`src/rpp_pkg.sv`:
```
// shared types and constants for the rip packet parser
`timescale 1ns / 1ps

package rpp_pkg;

  localparam int unsigned ENTRY_LEN = 20;
  localparam int unsigned HDR_LEN   = 4;

  localparam logic [15:0] AUTH_FAMILY      = 16'hFFFF;
  localparam logic [9:0]  MAX_ROUTES_RESET = 10'd50;
  localparam logic [11:0] FULL_COUNT_MAX   = 12'hFFF;

  localparam logic [7:0] CMD_MIN = 8'd1;
  localparam logic [7:0] CMD_MAX = 8'd5;
  localparam logic [7:0] VER_ONE = 8'd1;
  localparam logic [7:0] VER_TWO = 8'd2;

  // flag bit positions
  localparam int unsigned FLAG_V1_ENTRY   = 0;
  localparam int unsigned FLAG_FULL_TABLE = 1;
  localparam int unsigned FLAG_V1_HDR_NZ  = 2;
  localparam int unsigned FLAG_TRUNCATED  = 3;
  localparam int unsigned FLAG_LEFTOVER   = 4;

  typedef enum logic [1:0] {
    KIND_ROUTE  = 2'd0,
    KIND_AUTH   = 2'd1,
    KIND_STATUS = 2'd2,
    KIND_REJECT = 2'd3
  } item_kind_e;

  typedef struct packed {
    item_kind_e  item_kind;
    logic [2:0]  command;
    logic [1:0]  version;
    logic [15:0] addr_family;
    logic [15:0] tag_or_auth_type;
    logic [31:0] word_zero;
    logic [31:0] word_one;
    logic [31:0] word_two;
    logic [31:0] word_three;
    logic [4:0]  flags;
    logic [9:0]  entry_count;
    logic        last_of_run;
  } res_t;

endpackage

```
`src/rpp_out_queue.sv`:
```
// two-slot result buffer, takes up to two words per cycle while room_o is high and gives one
`timescale 1ns / 1ps

module rpp_out_queue
  import rpp_pkg::*;
(
  input  logic       clk_i,
  input  logic       rst_ni,
  input  logic [1:0] push_cnt_i,
  input  res_t       push0_i,
  input  res_t       push1_i,
  output logic       room_o,
  input  logic       out_ready_i,
  output logic       out_valid_o,
  output res_t       head_o
);

  logic [1:0] count_q, count_d;
  logic [1:0] base;
  logic       pop;
  res_t       slot0_q, slot0_d;
  res_t       slot1_q, slot1_d;

  assign out_valid_o = (count_q != 2'd0);
  assign head_o      = slot0_q;
  assign pop         = out_valid_o && out_ready_i;
  // room for two words even when both come from one byte
  assign room_o      = (count_q == 2'd0) || ((count_q == 2'd1) && out_ready_i);

  always_comb begin
    base    = count_q - {1'b0, pop};
    slot0_d = slot0_q;
    slot1_d = slot1_q;
    if (pop) begin
      slot0_d = slot1_q;
    end
    if (push_cnt_i != 2'd0) begin
      if (base == 2'd0) begin
        slot0_d = push0_i;
      end else begin
        slot1_d = push0_i;
      end
    end
    if (push_cnt_i == 2'd2) begin
      slot1_d = push1_i;
    end
    count_d = base + push_cnt_i;
  end

  always_ff @(posedge clk_i or negedge rst_ni) begin
    if (!rst_ni) begin
      count_q <= 2'd0;
    end else begin
      count_q <= count_d;
    end
  end

  always_ff @(posedge clk_i) begin
    slot0_q <= slot0_d;
    slot1_q <= slot1_d;
  end

endmodule

```
`src/rip_packet_parser.sv`:
```
// rip message parser: header check, entry split and per-message status
// result words: each is written into the registered output buffer when its byte is accepted
// throughput: one byte per cycle while out_ready_i is high; a last byte that also closes an entry gives
//   two words, and the two-slot output buffer then holds input off while they wait
// reset: message state cleared, max_routes set to 50, output buffer empty
`timescale 1ns / 1ps

module rip_packet_parser
  import rpp_pkg::*;
(
  input  logic        clk_i,
  input  logic        rst_ni,
  input  logic        in_valid_i,
  output logic        in_ready_o,
  input  logic [7:0]  data_byte_i,
  input  logic        last_byte_i,
  input  logic        cfg_valid_i,
  output logic        cfg_ready_o,
  input  logic [9:0]  cfg_max_routes_i,
  output logic        out_valid_o,
  input  logic        out_ready_i,
  output logic [1:0]  item_kind_o,
  output logic [2:0]  command_o,
  output logic [1:0]  version_o,
  output logic [15:0] addr_family_o,
  output logic [15:0] tag_or_auth_type_o,
  output logic [31:0] word_zero_o,
  output logic [31:0] word_one_o,
  output logic [31:0] word_two_o,
  output logic [31:0] word_three_o,
  output logic [4:0]  flags_o,
  output logic [9:0]  entry_count_o,
  output logic        last_of_run_o
);

  localparam logic [4:0] HdrLen   = 5'(HDR_LEN);
  localparam logic [4:0] EntryLen = 5'(ENTRY_LEN);

  logic [9:0]  max_routes_q;
  logic [4:0]  pos_q, pos_d;
  logic        hdr_done_q, hdr_done_d;
  logic        rejected_q, rejected_d;
  logic [2:0]  cmd_q, cmd_d;
  logic [1:0]  ver_q, ver_d;
  logic        hdr_nz_q, hdr_nz_d;
  logic [11:0] full_q, full_d;
  logic [9:0]  dec_q, dec_d;
  logic [9:0]  auth_q, auth_d;
  // entry bytes 0..18 shift in; byte 19 comes straight from the input
  logic [7:0]  ent_q [ENTRY_LEN-1];
  logic        shift_en;

  logic        accept;
  logic        room;
  logic [1:0]  push_cnt;
  res_t        push0, push1;
  res_t        ent_res, fin_res, head;

  // working copies of message state for this byte
  logic [4:0]  pos_w, pos_inc;
  logic        hd_w, rej_w, nz_w, emit_w;
  logic [2:0]  cmd_w;
  logic [1:0]  ver_w;
  logic [11:0] full_w;
  logic [9:0]  dec_w, auth_w;
  logic        is_auth;

  assign accept      = in_valid_i && in_ready_o;
  assign in_ready_o  = room;
  assign cfg_ready_o = 1'b1;

  always_comb begin
    pos_w    = pos_q;
    hd_w     = hdr_done_q;
    rej_w    = rejected_q;
    cmd_w    = cmd_q;
    ver_w    = ver_q;
    nz_w     = hdr_nz_q;
    full_w   = full_q;
    dec_w    = dec_q;
    auth_w   = auth_q;
    emit_w   = 1'b0;
    shift_en = 1'b0;
    pos_inc  = pos_q + 5'd1;
    is_auth  = ({ent_q[0], ent_q[1]} == AUTH_FAMILY);

    if (!hdr_done_q) begin
      if (pos_q == 5'd0) begin
        cmd_w = data_byte_i[2:0];
        if (data_byte_i < CMD_MIN || data_byte_i > CMD_MAX) begin
          rej_w = 1'b1;
        end
      end else if (pos_q == 5'd1) begin
        ver_w = data_byte_i[1:0];
        if (data_byte_i != VER_ONE && data_byte_i != VER_TWO) begin
          rej_w = 1'b1;
        end
      end else if (data_byte_i != 8'd0) begin
        nz_w = 1'b1;
      end
      pos_w = pos_inc;
      if (pos_inc >= HdrLen) begin
        hd_w  = 1'b1;
        pos_w = 5'd0;
      end
    end else if (!rejected_q) begin
      shift_en = 1'b1;
      pos_w    = (pos_q >= EntryLen) ? 5'd1 : pos_inc;
      if (pos_w == EntryLen) begin
        pos_w = 5'd0;
        if (full_q != FULL_COUNT_MAX) begin
          full_w = full_q + 12'd1;
        end
        if (dec_q < max_routes_q) begin
          emit_w = 1'b1;
          dec_w  = dec_q + 10'd1;
          if (is_auth) begin
            auth_w = auth_q + 10'd1;
          end
        end
      end
    end
  end

  // entry word, valid when the current byte closes an entry
  always_comb begin
    ent_res                  = '0;
    ent_res.item_kind        = is_auth ? KIND_AUTH : KIND_ROUTE;
    ent_res.command          = cmd_q;
    ent_res.version          = ver_q;
    ent_res.addr_family      = {ent_q[0], ent_q[1]};
    ent_res.tag_or_auth_type = {ent_q[2], ent_q[3]};
    ent_res.word_zero        = {ent_q[4], ent_q[5], ent_q[6], ent_q[7]};
    ent_res.word_one         = {ent_q[8], ent_q[9], ent_q[10], ent_q[11]};
    ent_res.word_two         = {ent_q[12], ent_q[13], ent_q[14], ent_q[15]};
    ent_res.word_three       = {ent_q[16], ent_q[17], ent_q[18], data_byte_i};
    ent_res.entry_count      = dec_w;
    ent_res.last_of_run      = !last_byte_i;
    if (!is_auth) begin
      ent_res.flags[FLAG_FULL_TABLE] = (ent_res.addr_family == 16'd0);
      ent_res.flags[FLAG_V1_ENTRY]   = (ver_q == 2'd1) &&
          ((ent_res.tag_or_auth_type != 16'd0) || (ent_res.word_one != 32'd0) ||
           (ent_res.word_two != 32'd0));
    end
  end

  // status or reject word for the last byte
  always_comb begin
    fin_res             = '0;
    fin_res.last_of_run = 1'b1;
    if (!hd_w || rej_w) begin
      fin_res.item_kind = KIND_REJECT;
    end else begin
      fin_res.item_kind             = KIND_STATUS;
      fin_res.command               = cmd_w;
      fin_res.version               = ver_w;
      fin_res.word_zero             = {20'd0, full_w};
      fin_res.word_one              = {27'd0, pos_w};
      fin_res.word_two              = {22'd0, auth_w};
      fin_res.flags[FLAG_V1_HDR_NZ] = (ver_w == 2'd1) && nz_w;
      fin_res.flags[FLAG_TRUNCATED] = (full_w > {2'b00, max_routes_q});
      fin_res.flags[FLAG_LEFTOVER]  = (pos_w != 5'd0);
      fin_res.entry_count           = dec_w;
    end
  end

  always_comb begin
    push_cnt = 2'd0;
    push0    = fin_res;
    push1    = fin_res;
    if (accept) begin
      if (emit_w) begin
        push0    = ent_res;
        push_cnt = last_byte_i ? 2'd2 : 2'd1;
      end else if (last_byte_i) begin
        push_cnt = 2'd1;
      end
    end
  end

  always_comb begin
    pos_d      = pos_q;
    hdr_done_d = hdr_done_q;
    rejected_d = rejected_q;
    cmd_d      = cmd_q;
    ver_d      = ver_q;
    hdr_nz_d   = hdr_nz_q;
    full_d     = full_q;
    dec_d      = dec_q;
    auth_d     = auth_q;
    if (accept) begin
      if (last_byte_i) begin
        pos_d      = 5'd0;
        hdr_done_d = 1'b0;
        rejected_d = 1'b0;
        cmd_d      = 3'd0;
        ver_d      = 2'd0;
        hdr_nz_d   = 1'b0;
        full_d     = 12'd0;
        dec_d      = 10'd0;
        auth_d     = 10'd0;
      end else begin
        pos_d      = pos_w;
        hdr_done_d = hd_w;
        rejected_d = rej_w;
        cmd_d      = cmd_w;
        ver_d      = ver_w;
        hdr_nz_d   = nz_w;
        full_d     = full_w;
        dec_d      = dec_w;
        auth_d     = auth_w;
      end
    end
  end

  always_ff @(posedge clk_i or negedge rst_ni) begin
    if (!rst_ni) begin
      max_routes_q <= MAX_ROUTES_RESET;
      pos_q        <= 5'd0;
      hdr_done_q   <= 1'b0;
      rejected_q   <= 1'b0;
      cmd_q        <= 3'd0;
      ver_q        <= 2'd0;
      hdr_nz_q     <= 1'b0;
      full_q       <= 12'd0;
      dec_q        <= 10'd0;
      auth_q       <= 10'd0;
    end else begin
      if (cfg_valid_i && cfg_ready_o) begin
        max_routes_q <= cfg_max_routes_i;
      end
      pos_q      <= pos_d;
      hdr_done_q <= hdr_done_d;
      rejected_q <= rejected_d;
      cmd_q      <= cmd_d;
      ver_q      <= ver_d;
      hdr_nz_q   <= hdr_nz_d;
      full_q     <= full_d;
      dec_q      <= dec_d;
      auth_q     <= auth_d;
    end
  end

  always_ff @(posedge clk_i) begin
    if (accept && shift_en) begin
      for (int i = 0; i < ENTRY_LEN - 2; i++) begin
        ent_q[i] <= ent_q[i+1];
      end
      ent_q[ENTRY_LEN-2] <= data_byte_i;
    end
  end

  rpp_out_queue u_out_queue (
    .clk_i       (clk_i),
    .rst_ni      (rst_ni),
    .push_cnt_i  (push_cnt),
    .push0_i     (push0),
    .push1_i     (push1),
    .room_o      (room),
    .out_ready_i (out_ready_i),
    .out_valid_o (out_valid_o),
    .head_o      (head)
  );

  assign item_kind_o        = head.item_kind;
  assign command_o          = head.command;
  assign version_o          = head.version;
  assign addr_family_o      = head.addr_family;
  assign tag_or_auth_type_o = head.tag_or_auth_type;
  assign word_zero_o        = head.word_zero;
  assign word_one_o         = head.word_one;
  assign word_two_o         = head.word_two;
  assign word_three_o       = head.word_three;
  assign flags_o            = head.flags;
  assign entry_count_o      = head.entry_count;
  assign last_of_run_o      = head.last_of_run;

  // input is held off only while words wait at the output
  a_stall_has_word: assert property (@(posedge clk_i) disable iff (!rst_ni)
    !in_ready_o |-> out_valid_o)
    else $error("input stalled with empty output buffer");

  // a last byte always leaves a word behind
  a_last_gives_word: assert property (@(posedge clk_i) disable iff (!rst_ni)
    (in_valid_i && in_ready_o && last_byte_i) |=> out_valid_o)
    else $error("last byte gave no word");

  a_status_ends_run: assert property (@(posedge clk_i) disable iff (!rst_ni)
    (out_valid_o && (item_kind_o == KIND_STATUS || item_kind_o == KIND_REJECT))
      |-> last_of_run_o)
    else $error("status or reject word not marked last");

  a_reject_zero: assert property (@(posedge clk_i) disable iff (!rst_ni)
    (out_valid_o && item_kind_o == KIND_REJECT)
      |-> (command_o == 3'd0 && entry_count_o == 10'd0 && flags_o == 5'd0))
    else $error("reject word carries data");

endmodule
```
`config.mk`:
```
export PLATFORM = sky130hd
export DESIGN_NAME = rip_packet_parser
export DESIGN_NICKNAME = d
export VERILOG_FILES = /design/src/rpp_pkg.sv /design/src/rpp_out_queue.sv /design/src/rip_packet_parser.sv
export SDC_FILE = /design/constraint.sdc
export NUM_CORES = 1
export LEC_CHECK = 0
export ABC_AREA = 1
export CORE_MARGIN = 2
export CORE_UTILIZATION = 50
export CTS_CLUSTER_DIAMETER = 150
export DETAILED_ROUTE_END_ITERATION = 8
export DONT_BUFFER_PORTS = 1
export PLACE_DENSITY = 0.66
export SLEW_MARGIN = 0
export SYNTH_ARGS = -nofsm -noshare
export SYNTH_HDL_FRONTEND = slang
export SYNTH_HIERARCHICAL = 1
export SYNTH_SLANG_ARGS = --single-unit
```
`constraint.sdc`:
```
create_clock -name clk_i -period 34.6 [get_ports clk_i]
set_clock_uncertainty 0.15 [all_clocks]
set_input_delay 6.92 -clock clk_i [delete_from_list [all_inputs] [get_ports clk_i]]
set_output_delay 6.92 -clock clk_i [all_outputs]
set_load 0.02 [all_outputs]
```
==> reports/metrics.yaml <==
cts:
  ctsHoldBuffers: 0
  postCtsSetupBuffers: 0
  clock_path_buffers: 3
  cts_max_level: 2
  cts_num_sinks: 575
  cts-resized-gates: 0
  clk_pin_slew_ps: 60
  cts_tree: "done"
  clkLatencyLatePin_ps: 630
  cts_root_buf: "clkbuf_16"
  cts-buffers-inserted: 61
layout:
  stdcell_count: 4364
  fill_cells: 5280
  final_util_pct: 55.0
  drive_gt1_share_pct: 6.76
  fin_area_mm2: 0.0310
  area_growth_pct: 8.71
  diodes: 0
  seqCellArea_mm2: 0.0152
  final_nets: 3607
  multi_input_area_mm2: 0.0104
floorplan:
  die_y_um: 243
  coreArea_mm2: 0.0564
  die_area_mm2: 0.0590
  initial_core_util_pct: 50.6
  row_count: 87
  die_x_um: 243
  ios: 210
timing:
  finalCritPeriodShare_pct: 41.2
  slew_headroom_pct: 15.0
  timing.hold.ws_ps: 295
  slew_viol_final: 0
  rsz0062_at_grt: "false"
  fmax_mhz: 70.2
  setup_ws_ps: 20350
  tightest_slew_ps: 1280
  fin_crit_ps: 14250
  hold_viol: 0
  tns_ps: 0
  setup_viol: 0
synth:
  synthDistinctLibCells: 45
  yosysMostFrequentCell: "nand2_1"
  synth_area_leader_cell: "edfxtp_1"
  synth_commonest_cells: "nand2_1, inv_1, nand3_1, edfxtp_1, dfxtp_1"
  ys_warn_count: 6
  ys_seq_area_share_pct: 53.1
  synth_flop_cell: "edfxtp_1"
  yosys.area.top_type_share_pct: 35.3
  syn_inst: 3534
  synthArstFlopShare_pct: 9.91
  synth_edf_count: 335
  postSynthAreaPerCell_um2: 8.07
  synthesis.area_mm2: 0.0285
  synth_area_leaders: "edfxtp_1, nand2_1, dfxtp_1"
  synth_top_family_by_area: "simple AND/OR/NAND/NOR gates"
  synth_mux_area_share_pct: 0
  synth-compound-area-share_pct: 2.27
  synthSimpleGateAreaFrac_pct: 30.3
  synth_adder_area_share_pct: 1.23
  synth_seq_cells: 575
  yosys.area_share.xor_xnor_pct: 0.737
global_routing:
  grt_usage_pct: 24.9
  grt_first_pass_wirelength_um: 117000
  grt_pass1_vias: 20800
  antenna_found_initial: 0
  grt-ovfl-total: 0
  grt_max_degree: 186
placement:
  dp_cells: 4248
  dp_hpwl_um: 41500
  place_congestion: 0.880
  place_ws_ps: 20360
  placed_area_mm2: 0.0290
  io_buffers: 0
run:
  maxCapViolCount: 0
drt:
  drtAntennaViolNets: 0
  vias: 21600
  wire_per_inst_um: 16.8
  drt_wl_total_um: 73200
  first_pass_iters: 5
  first_iter_violations: 1524
  via_per_inst: 4.95
  drc: 0
worst_setup_path:
  slowest_delay_ps: 200
  worst_setup_path_end_kind: "primary output"
  required_ps: 27530
  crit_fanout: 185
  path_cells: "nand2_1, nand2_1"
  crit_family: "simple AND/OR/NAND/NOR gates"
  crit_top_cell: "nand2_1"
  worst_ep_arrival_time_ps: 7180
  slowest_stage: "nand2_1"
  path_buf_inv: 0
  crit_path_start_kind: "input port"
  crit_type: "input port to primary output"
  r2r_slack_ps: 28930
power:
  p_sw_mw: 0.863
  ir_worst_vdd_mv: 0.0715
  leakage_nw: 15.2
  power.internal_mw: 1.41
  clockPowerShare_pct: 28.7
  switching_share_pct: 37.9
  power_frac_seq_pct: 50.8
  power_density_mw_per_mm2: 73.4
  power_frac_comb_pct: 20.5
  power.total_mw: 2.28
worst_hold_path:
  hp-class: "flop to flop"
run_status:
  outcome: "finished clean"
## path summary, 6_finish.rpt
check	from	end	depth (start not counted)
setup / recovery	out_ready_i	in_ready_o	2
hold / removal	ent_q[16][5]	ent_q[15][5]	0
setup reg to reg	max_routes_q[5]	u_out_queue/head_o[53]	16
hold reg to reg	ent_q[16][5]	ent_q[15][5]	0
max in group asynchronous	rst_ni	max_routes_q[4]	0
min in group asynchronous	rst_ni	max_routes_q[2]	0
## registers in the layout, summed over array words and instances, names as in the netlist, 5 cells and up
signal,flops
max_routes_q,10
auth_q,10
u_out_queue/slot1_q,183
u_out_queue/head_o,183
full_q,12
dec_q,10
pos_q,5
ent_q,152
## final cells by class
cell class	count	area share (%)
clock buffer	86	5.56
clock inverter	30	0.851
sequential	575	48.9
timing repair buffer	21	0.589
tap	756	3.05
multi-input combinational	2283	33.6
inverter	613	7.49
## kinds of logic (layout without fill, tap and decap cells)
kind of cell | Yosys count | after routing
compound gates | 117 | 117
xor+xnor | 24 | 24
fa+ha+maj | 28 | 28
buf+inv | 812 | 750
flops | 575 | 575
other cells | 2 | 138
simple gates | 1976 | 1976
## worst register-to-register path: stages (launching register included)
cell and delay, ps:
dfstp_2 510, inv_1 80, ha_1 320, a21oi_1 150, o21ai_0 110, nand2_1 70
nand3_1 330, nor2_8 330, ha_1 230, nand2_1 140, inv_6 330, or2_1 260
nand2_8 380, inv_6 1010, buf_4 880, nand2_1 220, nand2_1 110
## power groups by stage
stage | logic, mW | registers [mW] | clock network [mW]
CTS | 0.469 | 1.16 | 0.665
global placement | 0.458 | 1.17 | 0
detailed placement | 0.467 | 1.18 | 0
global route | 0.543 | 1.18 | 0.694
finish | 0.466 | 1.16 | 0.653
floorplan | 0.375 | 1.14 | 0
## cell usage in the layout, fill, tap and decap left out, types with 30 or more instances in the layout
| cell type | n |
|---|---|
| nand2_1 | 1104 |
| nor2_2 | 102 |
| inv_1 | 605 |
| clkbuf_16 | 63 |
| o21ai_0 | 65 |
| conb_1 | 138 |
| nand4_1 | 30 |
| dfrtp_1 | 54 |
| edfxtp_1 | 335 |
| nand3_1 | 580 |
| dfxtp_1 | 183 |
| nor2_1 | 110 |
## routing by layer
metal  vias up  GRT usage [%]  share of wire (%)
met5         -              0                  0
li1      11000              -                  -
met4         0           6.17                2.2
met3        88           5.52                7.2
met1      9929           32.4                 43
met2       574           42.2                 47
Power figures use the tool's default switching activity.
